`src/rtl/core/fss_pkg.sv`:
```
// shared types, constants and helpers for the fuzzy subsequence scorer
`timescale 1ns / 1ps

package fss_pkg;

    // configuration port geometry
    localparam int CFG_INDEX_W = 2;
    localparam int CFG_DATA_W  = 64;
    localparam int LEN_W       = 5;

    // register indexes
    localparam logic [CFG_INDEX_W-1:0] CFG_PATTERN_LOW    = 2'd0;
    localparam logic [CFG_INDEX_W-1:0] CFG_PATTERN_HIGH   = 2'd1;
    localparam logic [CFG_INDEX_W-1:0] CFG_PATTERN_LENGTH = 2'd2;

    // word boundary bytes
    localparam logic [7:0] CHAR_SPACE      = 8'h20;
    localparam logic [7:0] CHAR_UNDERSCORE = 8'h5F;
    localparam logic [7:0] CHAR_HYPHEN     = 8'h2D;

    // ascii folding range
    localparam logic [7:0] CHAR_UPPER_A = 8'h41;
    localparam logic [7:0] CHAR_UPPER_Z = 8'h5A;
    localparam logic [7:0] CASE_OFFSET  = 8'h20;

    // score constants
    localparam logic [4:0] BOUNDARY_BONUS = 5'd2;
    localparam logic [3:0] RUN_MAX        = 4'd15;
    localparam logic [7:0] TOTAL_MAX      = 8'd255;

    // one candidate byte transfer
    typedef struct packed {
        logic [7:0] char_code;
        logic       has_char;
        logic       last;
    } in_item_t;

    // one result transfer
    typedef struct packed {
        logic       matched;
        logic [7:0] score;
    } out_item_t;

    // per-string scoring state, query position kept apart
    typedef struct packed {
        logic [3:0] run_length;
        logic [7:0] running_total;
        logic [7:0] previous_byte;
        logic       at_string_start;
    } score_state_t;

    localparam score_state_t STATE_RESET = '{
        run_length:      4'd0,
        running_total:   8'd0,
        previous_byte:   8'd0,
        at_string_start: 1'b1
    };

    // lower-case fold of 'A'..'Z' only
    function automatic logic [7:0] fold_case(input logic [7:0] b);
        logic [7:0] r;
        r = b;
        if (b >= CHAR_UPPER_A && b <= CHAR_UPPER_Z)
        begin
            r = b + CASE_OFFSET;
        end
        return r;
    endfunction

endpackage

```
`src/rtl/core/fss_if.sv`:
```
// valid/ready channel interfaces for candidate bytes and results
`timescale 1ns / 1ps

interface fss_in_if;
    logic               valid;
    logic               ready;
    fss_pkg::in_item_t  data;

    modport source (output valid, output data, input ready);
    modport sink   (input valid, input data, output ready);
endinterface

interface fss_out_if;
    logic               valid;
    logic               ready;
    fss_pkg::out_item_t data;

    modport source (output valid, output data, input ready);
    modport sink   (input valid, input data, output ready);
endinterface

```
`src/rtl/core/fss_query_regs.sv`:
```
// query byte registers, length register and query byte lookup
`timescale 1ns / 1ps

module fss_query_regs #(
    parameter int MAX_QUERY = 16,
    parameter int POS_W     = 5,
    parameter int IDX_W     = 4
) (
    input  logic                             clk,
    input  logic                             rst_n,
    input  logic                             cfg_write,
    input  logic [fss_pkg::CFG_INDEX_W-1:0]  cfg_index,
    input  logic [fss_pkg::CFG_DATA_W-1:0]   cfg_data,
    input  logic [POS_W-1:0]                 query_pos,
    output logic [7:0]                       query_byte,
    output logic [POS_W-1:0]                 query_len
);

    localparam logic [fss_pkg::LEN_W-1:0] MAX_LEN = fss_pkg::LEN_W'(MAX_QUERY);

    logic [7:0]                query_reg [MAX_QUERY];
    logic [fss_pkg::LEN_W-1:0] length_reg;
    logic [IDX_W-1:0]          query_idx;

    // byte registers, low word feeds bytes 0..7, high word bytes 8..15
    for (genvar g = 0; g < MAX_QUERY; g++)
    begin : g_byte
        always_ff @(posedge clk or negedge rst_n)
        begin
            if (!rst_n)
            begin
                query_reg[g] <= 8'd0;
            end
            else if (cfg_write)
            begin
                if (g < 8 && cfg_index == fss_pkg::CFG_PATTERN_LOW)
                begin
                    query_reg[g] <= cfg_data[(g % 8) * 8 +: 8];
                end
                else if (g >= 8 && cfg_index == fss_pkg::CFG_PATTERN_HIGH)
                begin
                    query_reg[g] <= cfg_data[(g % 8) * 8 +: 8];
                end
            end
        end
    end

    // length register
    always_ff @(posedge clk or negedge rst_n)
    begin
        if (!rst_n)
        begin
            length_reg <= '0;
        end
        else if (cfg_write && cfg_index == fss_pkg::CFG_PATTERN_LENGTH)
        begin
            length_reg <= cfg_data[fss_pkg::LEN_W-1:0];
        end
    end

    // length clamped to the query storage
    assign query_len = (length_reg > MAX_LEN) ? POS_W'(MAX_QUERY)
                                              : length_reg[POS_W-1:0];

    // byte at the current position, taken from its low index bits; zero for an index past the storage
    assign query_idx = query_pos[IDX_W-1:0];

    always_comb
    begin
        query_byte = 8'd0;
        if (32'(query_idx) < MAX_QUERY)
        begin
            query_byte = query_reg[query_idx];
        end
    end

endmodule

```
`src/rtl/core/fss_score_step.sv`:
```
// one-byte scoring step: match, run, bonus, saturation and string end
`timescale 1ns / 1ps

module fss_score_step #(
    parameter int POS_W = 5
) (
    input  fss_pkg::in_item_t      item,
    input  fss_pkg::score_state_t  state_cur,
    input  logic [POS_W-1:0]       pos_cur,
    input  logic [7:0]             query_byte,
    input  logic [POS_W-1:0]       query_len,
    output fss_pkg::score_state_t  state_new,
    output logic [POS_W-1:0]       pos_new,
    output fss_pkg::out_item_t     result
);

    fss_pkg::score_state_t st;
    logic [POS_W-1:0]      pos;
    logic                  boundary;
    logic                  hit;
    logic [4:0]            add;
    logic [8:0]            sum;
    logic                  matched;

    // greedy match against the query byte at the current position
    assign hit = fss_pkg::fold_case(query_byte) == fss_pkg::fold_case(item.char_code);

    assign boundary = state_cur.at_string_start
                   || state_cur.previous_byte == fss_pkg::CHAR_SPACE
                   || state_cur.previous_byte == fss_pkg::CHAR_UNDERSCORE
                   || state_cur.previous_byte == fss_pkg::CHAR_HYPHEN;

    assign add = 5'd1 + {1'b0, state_cur.run_length}
               + (boundary ? fss_pkg::BOUNDARY_BONUS : 5'd0);
    assign sum = {1'b0, state_cur.running_total} + {4'd0, add};

    // state after this byte
    always_comb
    begin
        st  = state_cur;
        pos = pos_cur;
        if (item.has_char)
        begin
            if (pos_cur < query_len)
            begin
                if (hit)
                begin
                    st.running_total = sum[8] ? fss_pkg::TOTAL_MAX : sum[7:0];
                    if (state_cur.run_length != fss_pkg::RUN_MAX)
                    begin
                        st.run_length = state_cur.run_length + 4'd1;
                    end
                    pos = pos_cur + POS_W'(1);
                end
                else
                begin
                    st.run_length = 4'd0;
                end
            end
            st.previous_byte   = item.char_code;
            st.at_string_start = 1'b0;
        end
    end

    // result and clear on the last byte of a string
    assign matched        = pos >= query_len;
    assign result.matched = matched;
    assign result.score   = matched ? st.running_total : 8'd0;
    assign state_new      = item.last ? fss_pkg::STATE_RESET : st;
    assign pos_new        = item.last ? '0 : pos;

endmodule

```
`src/rtl/core/fuzzy_subsequence_scorer_core.sv`:
```
// top level: input stage, string state, result register and query registers
`timescale 1ns / 1ps

// Scores one candidate string per run of byte transfers against a query of up
// to MAX_QUERY bytes, matching in order and ignoring ASCII case. The block
// takes one byte per clock while the input is not stalled; a byte enters an
// input register, is scored from there by the single compare-and-add loop on
// the string state, and the result of a string lands in an output register.
// Input stalls only while a finished result waits to be taken and the staged
// byte is another last byte. Configuration writes must be made only when no
// byte is in flight; the block itself does not enforce this. The query
// registers are read as they stand when each byte is scored.

module fuzzy_subsequence_scorer_core #(
    parameter int MAX_QUERY = 16
) (
    input  logic                             clk,
    input  logic                             rst_n,
    fss_in_if.sink                           chars,
    fss_out_if.source                        results,
    input  logic                             cfg_write,
    input  logic [fss_pkg::CFG_INDEX_W-1:0]  cfg_index,
    input  logic [fss_pkg::CFG_DATA_W-1:0]   cfg_data
);

    localparam int POS_W = $clog2(MAX_QUERY + 1);
    localparam int IDX_W = (MAX_QUERY > 1) ? $clog2(MAX_QUERY) : 1;

    logic                  stage_valid_reg;
    logic                  stage_valid_next;
    fss_pkg::in_item_t     stage_item_reg;
    fss_pkg::score_state_t state_reg;
    fss_pkg::score_state_t state_next;
    logic [POS_W-1:0]      pos_reg;
    logic [POS_W-1:0]      pos_next;
    logic                  out_valid_reg;
    logic                  out_valid_next;
    fss_pkg::out_item_t    out_item_reg;
    fss_pkg::out_item_t    step_result;
    logic [7:0]            query_byte;
    logic [POS_W-1:0]      query_len;
    logic                  advance;
    logic                  fire;
    logic                  accept;

    fss_query_regs #(
        .MAX_QUERY (MAX_QUERY),
        .POS_W     (POS_W),
        .IDX_W     (IDX_W)
    ) u_query_regs (
        .clk        (clk),
        .rst_n      (rst_n),
        .cfg_write  (cfg_write),
        .cfg_index  (cfg_index),
        .cfg_data   (cfg_data),
        .query_pos  (pos_reg),
        .query_byte (query_byte),
        .query_len  (query_len)
    );

    fss_score_step #(
        .POS_W (POS_W)
    ) u_score_step (
        .item       (stage_item_reg),
        .state_cur  (state_reg),
        .pos_cur    (pos_reg),
        .query_byte (query_byte),
        .query_len  (query_len),
        .state_new  (state_next),
        .pos_new    (pos_next),
        .result     (step_result)
    );

    // staged byte may be scored unless its result has nowhere to go
    assign advance = !stage_item_reg.last || !out_valid_reg || results.ready;
    assign fire    = stage_valid_reg && advance;
    assign chars.ready = !stage_valid_reg || advance;
    assign accept  = chars.valid && chars.ready;

    assign stage_valid_next = accept ? 1'b1 : (fire ? 1'b0 : stage_valid_reg);

    always_comb
    begin
        out_valid_next = out_valid_reg;
        if (fire && stage_item_reg.last)
        begin
            out_valid_next = 1'b1;
        end
        else if (results.ready)
        begin
            out_valid_next = 1'b0;
        end
    end

    // input stage control
    always_ff @(posedge clk or negedge rst_n)
    begin
        if (!rst_n)
        begin
            stage_valid_reg <= 1'b0;
        end
        else
        begin
            stage_valid_reg <= stage_valid_next;
        end
    end

    // input stage payload
    always_ff @(posedge clk)
    begin
        if (accept)
        begin
            stage_item_reg <= chars.data;
        end
    end

    // string state
    always_ff @(posedge clk or negedge rst_n)
    begin
        if (!rst_n)
        begin
            state_reg <= fss_pkg::STATE_RESET;
            pos_reg   <= '0;
        end
        else if (fire)
        begin
            state_reg <= state_next;
            pos_reg   <= pos_next;
        end
    end

    // result register control
    always_ff @(posedge clk or negedge rst_n)
    begin
        if (!rst_n)
        begin
            out_valid_reg <= 1'b0;
        end
        else
        begin
            out_valid_reg <= out_valid_next;
        end
    end

    // result register payload
    always_ff @(posedge clk)
    begin
        if (fire && stage_item_reg.last)
        begin
            out_item_reg <= step_result;
        end
    end

    assign results.valid = out_valid_reg;
    assign results.data  = out_item_reg;

endmodule

```
`src/flat_wrapper.sv`:
```
// flat-port wrapper written by rule: the top's interface ports become plain ports
module fuzzy_subsequence_scorer_core_flat 
#(
    parameter int MAX_QUERY = 16
)
  (clk, rst_n, cfg_write, cfg_index, cfg_data, chars_valid, chars_data, chars_ready, results_valid, results_data, results_ready);
  fss_in_if chars_i ();
  fss_out_if results_i ();
  input  logic clk;
  input  logic rst_n;
  input  logic cfg_write;
  input  logic [fss_pkg::CFG_INDEX_W-1:0] cfg_index;
  input  logic [fss_pkg::CFG_DATA_W-1:0] cfg_data;
  input wire logic [$bits(chars_i.valid)-1:0] chars_valid;
  input wire logic [$bits(chars_i.data)-1:0] chars_data;
  output wire logic [$bits(chars_i.ready)-1:0] chars_ready;
  output wire logic [$bits(results_i.valid)-1:0] results_valid;
  output wire logic [$bits(results_i.data)-1:0] results_data;
  input wire logic [$bits(results_i.ready)-1:0] results_ready;
  assign chars_i.valid = chars_valid;
  assign chars_i.data = chars_data;
  assign chars_ready = chars_i.ready;
  assign results_valid = results_i.valid;
  assign results_data = results_i.data;
  assign results_i.ready = results_ready;
  fuzzy_subsequence_scorer_core #(.MAX_QUERY(MAX_QUERY)) u_core (.clk(clk), .rst_n(rst_n), .chars(chars_i), .results(results_i), .cfg_write(cfg_write), .cfg_index(cfg_index), .cfg_data(cfg_data));
endmodule
```
`config.mk`:
```
export PLATFORM = sky130hd
export DESIGN_NAME = fuzzy_subsequence_scorer_core_flat
export DESIGN_NICKNAME = d
export VERILOG_FILES = /design/src/rtl/core/fss_pkg.sv /design/src/rtl/core/fss_if.sv /design/src/rtl/core/fss_query_regs.sv /design/src/rtl/core/fss_score_step.sv /design/src/rtl/core/fuzzy_subsequence_scorer_core.sv /design/src/flat_wrapper.sv
export SDC_FILE = /design/constraint.sdc
export NUM_CORES = 1
export LEC_CHECK = 0
export BUFFER_PORTS_ARGS = -buffer_cell sky130_fd_sc_hd__buf_4
export CAP_MARGIN = 5
export CORE_ASPECT_RATIO = 1.5
export CORE_MARGIN = 4
export CORE_UTILIZATION = 45
export DETAILED_ROUTE_END_ITERATION = 8
export PLACE_DENSITY_LB_ADDON = 0.25
export SYNTH_ARGS = -nofsm -noshare
export SYNTH_HDL_FRONTEND = slang
export SYNTH_SLANG_ARGS = --single-unit
```
`constraint.sdc`:
```
create_clock -name clk -period 11.1 [get_ports clk]
set_input_delay 1.665 -clock clk [delete_from_list [all_inputs] [get_ports clk]]
set_output_delay 1.665 -clock clk [all_outputs]
set_load 0.01 [all_outputs]
```
* Word-level counts from Yosys, hierarchy flattened
Index checks and enable logic that the tools add are counted.
Storage, ports and cells: output and inout bits 11, input port bits 81, logic and storage cells 99, flip-flop bits (word level) 180, latch bits 0, RAM bits 0, memories kept 0, memory bits (read-only) 0
Cells by class: bitwise logic cells 1, $lt $le $gt $ge 8, mux-type cells 22, shift operators 0, add/subtract/negate cells 7, div/mod/pow operators 0, $mul 0, equal/unequal tests 8, reduce and logical (&&, ||, !) cells 24
Operators with widths (count):
- 8-bit two-way mux | 6
- 21-bit two-way mux | 2
- 8-bit binary-select mux with 4-bit select | 1
- 5-bit two-way mux | 5
- 8-bit by 6-bit adder with 8-bit output, second input constant | 2
- 8-bit by 6-bit == test with 1-bit output, second input constant | 2
- 8-bit by 7-bit >= comparator with 1-bit output, second input constant | 2
- 8-bit by 7-bit <= comparator with 1-bit output, second input constant | 2
- 12-bit two-way mux | 1
- 8-bit by 5-bit adder with 9-bit output | 1
- 8-bit by 7-bit == test with 1-bit output, second input constant | 1
- 8-bit == test | 1
- 4-bit two-way mux | 2
- 2-bit nonzero test | 4
- 1-bit logical AND | 6
- 1-bit logical OR | 6
- 2-bit AND reduction | 3
- 1-bit by 4-bit adder with 5-bit output, first input constant | 1
- 5-bit by 1-bit adder with 5-bit output, second input constant | 1
- 5-bit by 2-bit adder with 5-bit output | 1
- 5-bit >= comparator | 1
- 5-bit >= comparator, second input constant | 1
- 5-bit greater-than comparator, second input constant | 1
- 5-bit < comparator | 1
- 11 further kinds | 16

* Depth between registers and ports, before layout
Gate-level depths: netlist of run 1.
depth in word-level cells 12, gate-level depth with buffers 24, gate-level depth less buffers 21

* Cells and area by module
A second synthesis of run 1 with hierarchy kept.
Second synthesis, totals: cells, all modules 739, area, all modules 9663.0 um2
Modules (own cells, without submodules):
- fss_query_regs | sequential area each 3328.2 um2, cells each 358, area each 5983.2 um2, times used 1
- fuzzy_subsequence_scorer_core | sequential area each 1272.5 um2, cells each 178, area each 2227.1 um2, times used 1
- fss_score_step | sequential area each 0.0 um2, cells each 203, area each 1452.6 um2, times used 1

* Worst setup path before layout of run 1
No wires, ideal clock.
path type flip-flop to flip-flop, start reg u_core.pos_reg[0], end reg u_core.out_item_reg (netlist bit u_core.results.data[7]), data pin, buffers on the path 3, library setup time 256 ps, data required time 10844 ps, stages on the path, launching flop included 24, arrival time 4595 ps, path slack 6249 ps, clock period less this slack 4851 ps, cells stage by stage dfrtp_1 > buf_6 > buf_6 > mux4_2 > mux2_2 > o21ai_0 > inv_1 > ha_1 > nand2_1 > mux2i_1 > a21oi_1 > nand3_1 > or4_1 > buf_2 > xor2_1 > ha_1 > nand2b_1 > a21oi_1 > nor2b_1 > o21ai_0 > nand2b_1 > a21oi_1 > inv_1 > o211a_1
On the way: word-level cells in the longest chain between the ends 12, elaborated cells on any way between the ends 19, those cells by class add/sub (2); order compare (4); eq/ne (1); mux (10); bitwise (1); reduce/logical (1)
RTL lines:
- from (decl) | line fuzzy_subsequence_scorer_core.sv:34 | logic [POS_W-1:0] pos_reg;
- from (signal assigned) | line fuzzy_subsequence_scorer_core.sv:128 | pos_reg <= pos_next;
- 4-bit NOT with 5-bit output (implied by the code) | line fss_query_regs.sv:73 | query_byte = query_reg[query_idx];
- 8-bit binary-select mux with 4-bit select | line fss_query_regs.sv:73
- 8-bit two-way mux (implied by the code) (2 in a row) | line fss_query_regs.sv:73
- 8-bit by 7-bit >= comparator with 1-bit output / 8-bit by 7-bit <= comparator with 1-bit output (equally long branches) | line fss_pkg.sv:63 | if (b >= CHAR_UPPER_A && b <= CHAR_UPPER_Z)
- 1-bit logical AND | line fss_pkg.sv:63
- 8-bit two-way mux | line fss_pkg.sv:63
- 8-bit == test | line fss_score_step.sv:26 | assign hit = fss_pkg::fold_case(query_byte) == fss_pkg::fold_case(item.char_code);
- 5-bit two-way mux | line fss_score_step.sv:46 | if (hit)
- 5-bit two-way mux | line fss_score_step.sv:44 | if (pos_cur < query_len)
- 5-bit two-way mux (*) | line fss_score_step.sv:42 | if (item.has_char)
- 5-bit >= comparator (*) | line fss_score_step.sv:66 | assign matched = pos >= query_len;
- named net u_core.u_score_step.matched | line fss_score_step.sv:23 | logic matched;
- to (signal assigned) | line fuzzy_subsequence_scorer_core.sv:150 | out_item_reg <= step_result;
- to (decl) | line fuzzy_subsequence_scorer_core.sv:38 | fss_pkg::out_item_t out_item_reg;
Mark *: on every way through the listed nets, which the timed path passes. The rest lies on a longest branch. The select of a mux whose other input is x is not followed. A chain may end at the register's enable or synchronous reset.

* Final worst setup path of run 1
Ends and elaborated chain as after synthesis.

==> results of run 1 <==
synthesized netlist by cell type (3+ instances only):
library cell  instances  share of area, %
inv_1                29               1.2
buf_2                 5              0.28
nand2_1              24               1.0
nor3b_1               4              0.34
nand4_1               6              0.42
a22oi_1               3              0.25
nor2_1               16              0.67
dfrtp_1             160                45
o21ai_0              13              0.73
buf_6                 3              0.38
mux2i_1              13               1.5
and2_1                5              0.35
a41o_1                3              0.34
and4_1                3              0.30
nor3_1               11              0.62
mux4_2               32               8.1
nand2b_1              6              0.42
a21oi_2               4              0.39
o2bb2ai_1             3              0.30
nand3b_1              5              0.42
xnor2_1               9              0.89
a311oi_1              4              0.39
a31oi_1               5              0.35
a211oi_1              5              0.42
mux2_2              135                17
ha_1                 20               2.8
nand4b_1              3              0.30
nand3_1              11              0.62
clkbuf_1             21              0.89
a21oi_1              14              0.79
a21o_1                4              0.34
nor2b_1              13              0.91
o22ai_1               5              0.35
a22o_1                8              0.79
xor2_1                4              0.39
edfxtp_1             19               6.4
metal layers:
metal | track usage (%) | part of all wire, % | vias up | wire, um
met3 | 3.706 | 3.5 | 33 | 731
met5 | 0 | 0 | - | 0
met1 | 22.97 | 38 | 2992 | 7937
li1 | - | - | 2650 | -
met2 | 36.12 | 56 | 128 | 11750
met4 | 7.578 | 2.7 | 0 | 571
cells in the final DEF, fill, tap and decap left out, types with 4 or more instances in the layout:
master	instances
dfrtp_1	159
nand4_1	6
a31oi_1	5
mux4_2	32
nor2_1	16
ha_1	20
clkbuf_16	17
nor2b_1	13
a21o_1	4
and2_1	5
a21oi_1	14
buf_4	97
o21ai_0	13
a211oi_1	5
nand2_1	24
nand2b_1	6
mux2_2	135
xnor2_1	9
xor2_1	4
inv_1	29
a21oi_2	4
o22ai_1	5
nand3b_1	5
nor3_1	11
mux2i_1	13
edfxtp_1	19
nand3_1	11
a22o_1	8
clkbuf_1	5
a311oi_1	4
cell type report:
cell class | count | area, um^2 | area share (%)
clock buffers | 24 | 471.7 | 4.535
clock inverters | 8 | 102.6 | 0.9864
inverters | 31 | 116.4 | 1.119
multi-input cells | 420 | 4049 | 38.93
flip-flops and latches | 180 | 4602 | 44.24
well taps | 256 | 320.3 | 3.080
repair buffers | 98 | 739.5 | 7.109
worst reg2reg max path: stages (launching register included):
cell	delay [ps]
dfrtp_2	680
buf_4	500
mux4_2	560
mux2_2	280
o21ai_0	310
inv_1	90
ha_1	320
nand2_1	70
mux2i_1	80
a21oi_1	160
nand3_1	140
or4_1	720
xor2_1	220
ha_1	280
nand2b_1	140
a21oi_1	140
nor2b_1	50
o21ai_0	170
nand2b_1	80
a21oi_1	550
inv_1	140
o211a_1	140
kinds of logic after synthesis:
kind of cell,Yosys count
DFF,180
muxes,180
buffers and inverters,63
and+or+nand+nor,118
AOI/OAI and AO/OA,87
adders and majority gates,22
xor gates and xnor gates,13
how the worst max path moves through the flow:
stage / startpoint / slack, ps / endpoint / cells past startpoint
6_report: u_core.pos_reg[0] / 5040 / u_core.results.data[7] / 21
5_1_grt: u_core.pos_reg[0] / 4580 / u_core.results.data[7] / 21
4_1_cts: u_core.pos_reg[0] / 5050 / u_core.results.data[7] / 21
3_5_place_dp: u_core.pos_reg[0] / 5050 / u_core.results.data[7] / 21
3_3_place_gp: u_core.pos_reg[0] / 5180 / u_core.results.data[7] / 21
2_1_floorplan: u_core.pos_reg[0] / 6250 / u_core.results.data[7] / 23
power groups by stage:
stage	combinational (mW)	clock (mW)	sequential, mW
2_1_floorplan	0.235	0	0.818
3_3_place_gp	0.311	0	0.850
3_5_place_dp	0.325	0	0.854
4_1_cts	0.326	0.606	0.842
5_1_grt	0.356	0.629	0.853
6_report	0.323	0.590	0.842
metrics by stage:
| step | hold WS, ps | worst slack [ps] | area, um^2 | utilization [%] | std cells |
|---|---|---|---|---|---|
| after floorplan | 439.3 | 6249 | 8907 | - | 663 |
| after global placement | 451.2 | 5181 | 9827 | 50.87 | 985 |
| after detailed placement | 462.7 | 5047 | 9827 | 50.87 | 985 |
| after CTS | 470.0 | 5047 | 10400 | 53.85 | 1017 |
| after global routing | 499.0 | 4580 | 10400 | 53.85 | 1017 |
| final | 469.8 | 5043 | 10400 | 53.85 | 1017 |
==> results, run 1 <==
- The number of clock sinks is between 150 and 200.
- The internal power contribution is 1.293 mW.
- Data on the critical path arrives at its endpoint at about 6200 ps.
- The floorplan step set the die width to 122.9 um.
- In this run the critical register-to-register path is launched from u_core.pos_reg[0].
- The register with the most flip-flops in the layout has 128 of them.
- Cells with a size suffix above 1 make up 39.95% of the layout.
- The maximum clock frequency is 0.1651 GHz.
- The share of total power dissipated in the clock network is around 34%.
- In this run the power spent charging and discharging nets is 0.4616 mW.
- In the routed design, unresolved DRC markers number 0.
- In this run the critical register-to-register path is captured at u_core.results.data[7].
- For this run, asynchronously set or reset flops after synthesis account for 89.44%.
- The areal power density over the cells is 168.7 nW/um^2.
- The multiplexer share of the synthesized area is about a quarter.
- After Yosys synthesis, full adders, half adders and majority gates account for 3.259% of the synthesized area.
- The insertion delay to the later sink of the worst-skew pair is 420 ps.
- The static leakage is 4.352 nW.
- The most used cell along the critical path is a21oi_1.
- Dividing the detail-routed via count by the number of cells gives 5.706.
- On the worst path, the slowest cell contributes a delay of 720 ps.
- The final layout contains around 850 nets.
- For this run, the total global-route usage over all layers was measured as 19.98%.
- For flop-to-flop paths, the worst setup slack is 5040 ps.
- Once detail routing completed, the nets flagged for antenna violations numbered 0.
- Counting instances, the worst hold path has a depth of 2.
- Yosys mapped the design onto 62 distinct sky130hd cell types.
- Summing the areas of all and, or, nand and nor instances in the mapped netlist gives slightly above 7% of the synthesized area.
- roughly 90 I/O pins were placed.
- The startpoint of the worst hold path is u_core.state_reg[0].
- The number of global-route vias before repair is 6,335.
- The worst path uses between 50% and 60% of the clock period.
- The final RePlAce weighted congestion is between 0.8 and 0.9.
- After floorplanning, the core was sized to cover 19,320 um^2.
- The sort of element at the end of the critical path is a register.
- The worst endpoint required time is 11,280 ps.
- The sequential element share of the synthesized area is 51.65%.
- The power share of the sequential group is 48.0%.
- The largest net degree at the start of global routing is 86.
- Before antenna repair, the detailed router went through 5 iterations.
- The area of the mapped netlist is 8907 um^2.
- In this run, CTS created clock tree buffers numbering 17.
- By area, the combinational part of the netlist is dominated by multiplexers.
- The count of endpoints failing hold in the final timing report was 0.
- The cell count after synthesis is 663.
- The relative slew slack is approximately 27%.
- The max-slew violation count is 0.
- The number of antenna diodes in the final layout is 0.
- The critical path goes through buf_4 > mux4_2 > mux2_2 > o21ai_0 > inv_1 > ha_1 > nand2_1 > mux2i_1 > a21oi_1 > nand3_1 > or4_1 > xor2_1 > ha_1 > nand2b_1 > a21oi_1 > nor2b_1 > o21ai_0 > nand2b_1 > a21oi_1 > inv_1 > o211a_1.
- Setup repair after global routing left no endpoint under its margin.
- The most used flip-flop cell after synthesis is dfrtp_1.
- The floorplan die height is 180.3 um.
- In this run switching power makes up a little over a quarter of total power.
- The design draws around 1.8 mW.
- The fill cell instance count of the final layout is 1,627.
- Combinational logic burns 18.4% of the power.
- The minimum clock period is 6057 ps.
- The maximum fanout along the worst path is 25.
- The post-synth net total is approximately 770.
- The path category of the worst min-delay check is register to register.
- In this run, post-CTS repair resized a total of 0 instances.
- The buffering stage count on the worst path with inverters included is 3.
- The type of the worst setup path is register to register.
- The mean area per synthesized cell is 13.43 um^2.
- The worst hold endpoint is u_core.state_reg[0].
- For this block, the routed nets add up to 20.99 mm of wire.
- The placed wire-length estimate after detailed placement is 15.43 mm.
- The startpoint type of the worst setup path is a register.
- The number of warnings issued by yosys is 0.
- The slowest cell on the critical path is or4_1.
- After the first detailed-routing iteration, the DRC count stood at 380.
- Clock skew on the completed layout was measured at 8.712 ps.
- In this run the number of H-tree levels came out at 4.
- The flop and latch count out of synthesis is 180.
- For this block, the via count after detailed routing is 5,803.
- The first global-routing pass estimated 34.02 mm of wire.
- The area growth from synthesis to layout is 16.77%.
- The die covers 22,160 um^2.
- Once the floorplan was initialized, standard cells occupied 46.11% of the core.
- The average wire per cell in the routed design is roughly 21 um.
- The setup fix buffers added after clock tree synthesis is 0.
- The residual overflow from global routing is 0.
- TritonCTS built the clock tree.
- The number of maximum-capacitance constraint violations is 0.
- The total of endpoints with negative setup slack in the final report is 0.
- Summing the areas of all compound-gate instances in the mapped netlist gives between 6 and 7% of the synthesized area.
- The run finished with clean final reports.
- Port buffering added 91 buffers.
- The top cell family by delay on the critical path is compound AO/OA/AOI/OAI gates.
- The number of cells on the worst reg-to-reg path is 21.
- After Yosys synthesis, XOR and XNOR cells account for 1.278% of the synthesized area.
- In this run the deepest clock path goes through 2 buffers.
- Counting flops with a built-in enable in the synthesized netlist gives 19.
- The actual transition at the worst max-transition pin is 1090 ps.
- The accumulated negative setup slack is 0 ps.
- The number of placement rows is 62.
- After clock tree synthesis, the flow added hold-fix buffers numbering 0.
- The cell chosen for the clock root is clkbuf_16.
- The maximum VDD drop is 0.09494 mV.
- The post-CTS clock slew at the launch and capture registers of the worst setup and hold paths is 70 ps.
- The initial antenna violation count was 0.
Note: power is estimated with default switching activity, not from simulation.
==> run 2: changes to the inputs <==
==> constraint.sdc (replaced) <==
create_clock -name clk -period 5 [get_ports clk]
set_input_delay 0.75 -clock clk [delete_from_list [all_inputs] [get_ports clk]]
set_output_delay 0.75 -clock clk [all_outputs]
set_load 0.01 [all_outputs]
==> results, run 2 (same netlist as run 1, synthesis figures left out) <==
- The post-layout instance area is 10,620 um^2 (was 10,400 um^2).
- The global-route usage over all layers came to 19.62% (was 19.98%).
- The worst clock skew on the final layout came to 13.68 ps (was 8.712 ps).
- Outcome: finished clean (unchanged).
- The final cycle utilization of the critical path was 94.11% (was 54.57%).
- The first-pass GRT wire length came to 33.42 mm (was 34.02 mm).
- The final RePlAce weighted congestion is 0.8997 (was 0.8666).
- The number of maximum-capacitance constraint violations is 0 (unchanged).
- The port buffer count is 91 (unchanged).
- The placed wire-length estimate after detailed placement is 15.63 mm (was 15.43 mm).
- The accumulated negative setup slack is 0 ps (unchanged).
- The post-CTS clock slew at the launch and capture registers of the worst setup and hold paths came to 70 ps (about the same).
- The post-detailed-route via-to-cell ratio was 5.751 (was 5.706).
- The largest net degree at the start of global routing is 72 (was 86).
- The relative slew slack is 42.29% (was 26.76%).
- The areal power density over the cells is 371.9 nW/um^2 (was 168.7 nW/um^2).
- The fill cell instance count of the final layout came to 1,601 (was 1,627).
- Commonest non-fill, non-tap cells in the layout: dfrtp_1, mux2_2, buf_4 (unchanged).
- The startpoint type of the worst setup path is a register (unchanged).
- The worst hold margin was 350.9 ps (was 469.8 ps).
- The count of TritonRoute iterations in the first routing pass is 7 (was 5).
- The number of buffers inserted by hold repair at cts is 0 (unchanged).
- The maximum VDD drop is 0.2344 mV (was 0.09494 mV).
- The total CTS buffers was 17 (unchanged).
- The area of the multi-input gates is 4069 um^2 (was 4049 um^2).
- The clock tree from TritonCTS is done (unchanged).
- The average wire per cell in the routed design was 20.33 um (was 20.64 um).
- The most frequent standard cell in the layout excluding fill and tap cells is dfrtp_1 (unchanged).
- The path category of the worst min-delay check is primary input to asynchronous set/reset pin (was register to register).
- The total number of vias was 5,929 (was 5,803).
- The total wire length is 20.96 mm (was 20.99 mm).
- The actual transition at the worst max-transition pin came to 865.6 ps (was 1090 ps).
- The maximum fanout along the worst path is 11 (was 25).
- The die area is 22,160 um^2 (unchanged).
- The starting DRC count in detailed routing is 348 (was 380).
- The starting density of the core was 46.11% (unchanged).
- The area of all sequential standard cells is 4602 um^2 (unchanged).
- The number of ports placed on the die boundary came to 92 (unchanged).
- The insertion delay to the later sink of the worst-skew pair is 430 ps (was 420 ps).
- The minimum clock period is 4705 ps (was 6057 ps).
- The area inside the core boundary was 19,320 um^2 (unchanged).
- Worst path cell trace: buf_12 > mux4_2 > mux2_2 > o21ai_2 > inv_1 > ha_1 > nand2_1 > mux2i_1 > a21oi_1 > nand3_1 > or4_4 > xor2_1 > ha_1 > nand2b_1 > a21oi_1 > nor2b_1 > o21ai_0 > nand2b_1 > a21oi_1 > buf_4 > inv_1 > o211a_1 (was buf_4 > mux4_2 > mux2_2 > o21ai_0 > inv_1 > ha_1 > nand2_1 > mux2i_1 > a21oi_1 > nand3_1 > or4_1 > xor2_1 > ha_1 > nand2b_1 > a21oi_1 > nor2b_1 > o21ai_0 > nand2b_1 > a21oi_1 > inv_1 > o211a_1).
- The number of nets still failing antenna checks after routing is 0 (unchanged).
- The type of the worst setup path is register to register (unchanged).
- The launching point of the worst reg2reg path is u_core.pos_reg[0] (unchanged).
- The maximum clock frequency is 0.2125 GHz (was 0.1651 GHz).
- The worst stage delay on the critical path came to 560 ps (was 720 ps).
- The width of the chip is 122.9 um (unchanged).
- The number of cells on the worst reg-to-reg path came to 22 (was 21).
- The number of flip-flops in the largest register is 128 (unchanged).
- The register-to-register setup slack was 290 ps (was 5040 ps).
- The number of placement rows is 62 (unchanged).
- The total of endpoints with negative setup slack in the final report was 0 (unchanged).
- The placement-stage cell area is 9947 um^2 (was 9827 um^2).
- The share of layout cells above drive strength 1 is 42.19% (was 39.95%).
- The endpoint arrival time on the critical path is 4890 ps (was 6240 ps).
- The remaining routing DRC violations came to 0 (unchanged).
- The sort of element at the end of the critical path was a register (unchanged).
- The number of global-route vias before repair is 6,387 (was 6,335).
- The buffer depth of the longest clock path is 2 (unchanged).
- The cell chosen for the clock root is clkbuf_16 (unchanged).
- The residual overflow from global routing is 0 (unchanged).
- The slowest cell on the critical path is or4_4 (was or4_1).
- The max-slew violation count is 0 (unchanged).
- The worst flop-to-flop path endpoint is u_core.results.data[7] (unchanged).
- The most used cell along the critical path is a21oi_1 (unchanged).
- The diode insertion count for antenna repair was 0 (unchanged).
- The number of levels the H-tree was split into is 4 (unchanged).
- The number of clock sinks was 180 (unchanged).
- The final layout net count is 865 (was 851).
- The post-route total power came to 3.947 mW (was 1.755 mW).
- The count of endpoints failing hold in the final timing report came to 0 (unchanged).
- The static leakage is 4.467 nW (was 4.352 nW).
- The initial antenna violation count is 0 (unchanged).
- The floorplan die height is 180.3 um (unchanged).
- The worst endpoint required time is 5190 ps (was 11,280 ps).
- The layout-stage area growth over the synthesis result is 19.17% (was 16.77%).
==> run 2: critical path: cells and delay by family, from the launching register on <==
family	cells	cell delay [ps]
multiplexers	3	900
AND/OR/NAND/NOR	6	1060
AO/OA/AOI/OAI	6	910
buffers and inverters	4	490
flip-flops	1	410
XOR/XNOR	1	160
adder cells (fa/ha/maj)	2	550
==> run 2: worst max path at each step <==
stage | start | cells past startpoint | end | slack (ps)
after floorplan | u_core.pos_reg[0] | 23 | u_core.results.data[7] | 150
after global placement | u_core.pos_reg[0] | 22 | u_core.results.data[7] | 240
after detailed placement | u_core.pos_reg[0] | 22 | u_core.results.data[7] | 150
after CTS | u_core.pos_reg[0] | 22 | u_core.results.data[7] | 130
after global routing | u_core.pos_reg[0] | 21 | u_core.results.data[7] | -3
final | u_core.pos_reg[0] | 22 | u_core.results.data[7] | 290
==> run 2: layer usage <==
metal / GRT usage (%) / part of all wire (%) / vias up
li1: - / - / 2683
met4: 9.821 / 4.6 / 0
met2: 35.31 / 55 / 165
met1: 21.42 / 37 / 3040
met5: 0 / 0 / -
met3: 3.957 / 3.6 / 41
==> run 2: through the flow <==
stage	setup WS (ps)	cells	utilization [%]
finish	294.7	1031	54.96
global route	-2.738	1031	54.96
CTS	126.8	1028	54.64
detailed placement	151.7	996	51.50
global placement	240.1	996	51.50
floorplan	148.9	663	-
==> run 2: layout make-up <==
type	instances	area share [%]
Sequential cell	180	43.35
Multi-Input combinational cell	420	38.33
Timing Repair Buffer	112	8.475
Clock buffer	18	4.243
Tap cell	256	3.017
Clock inverter	14	1.485
Inverter	31	1.096
==> run 2: power breakdown <==
group / switching (mW) / internal (mW)
Sequential: 0.164 / 1.71
Combinational: 0.330 / 0.421
Clock: 0.625 / 0.699
Total: 1.12 / 2.83
==> run 2: repair_timing <==
item                       in CTS  in global routing
setup buffers                   0                  2
setup endpoints to repair       0                  9
gates resized for setup         0                  7
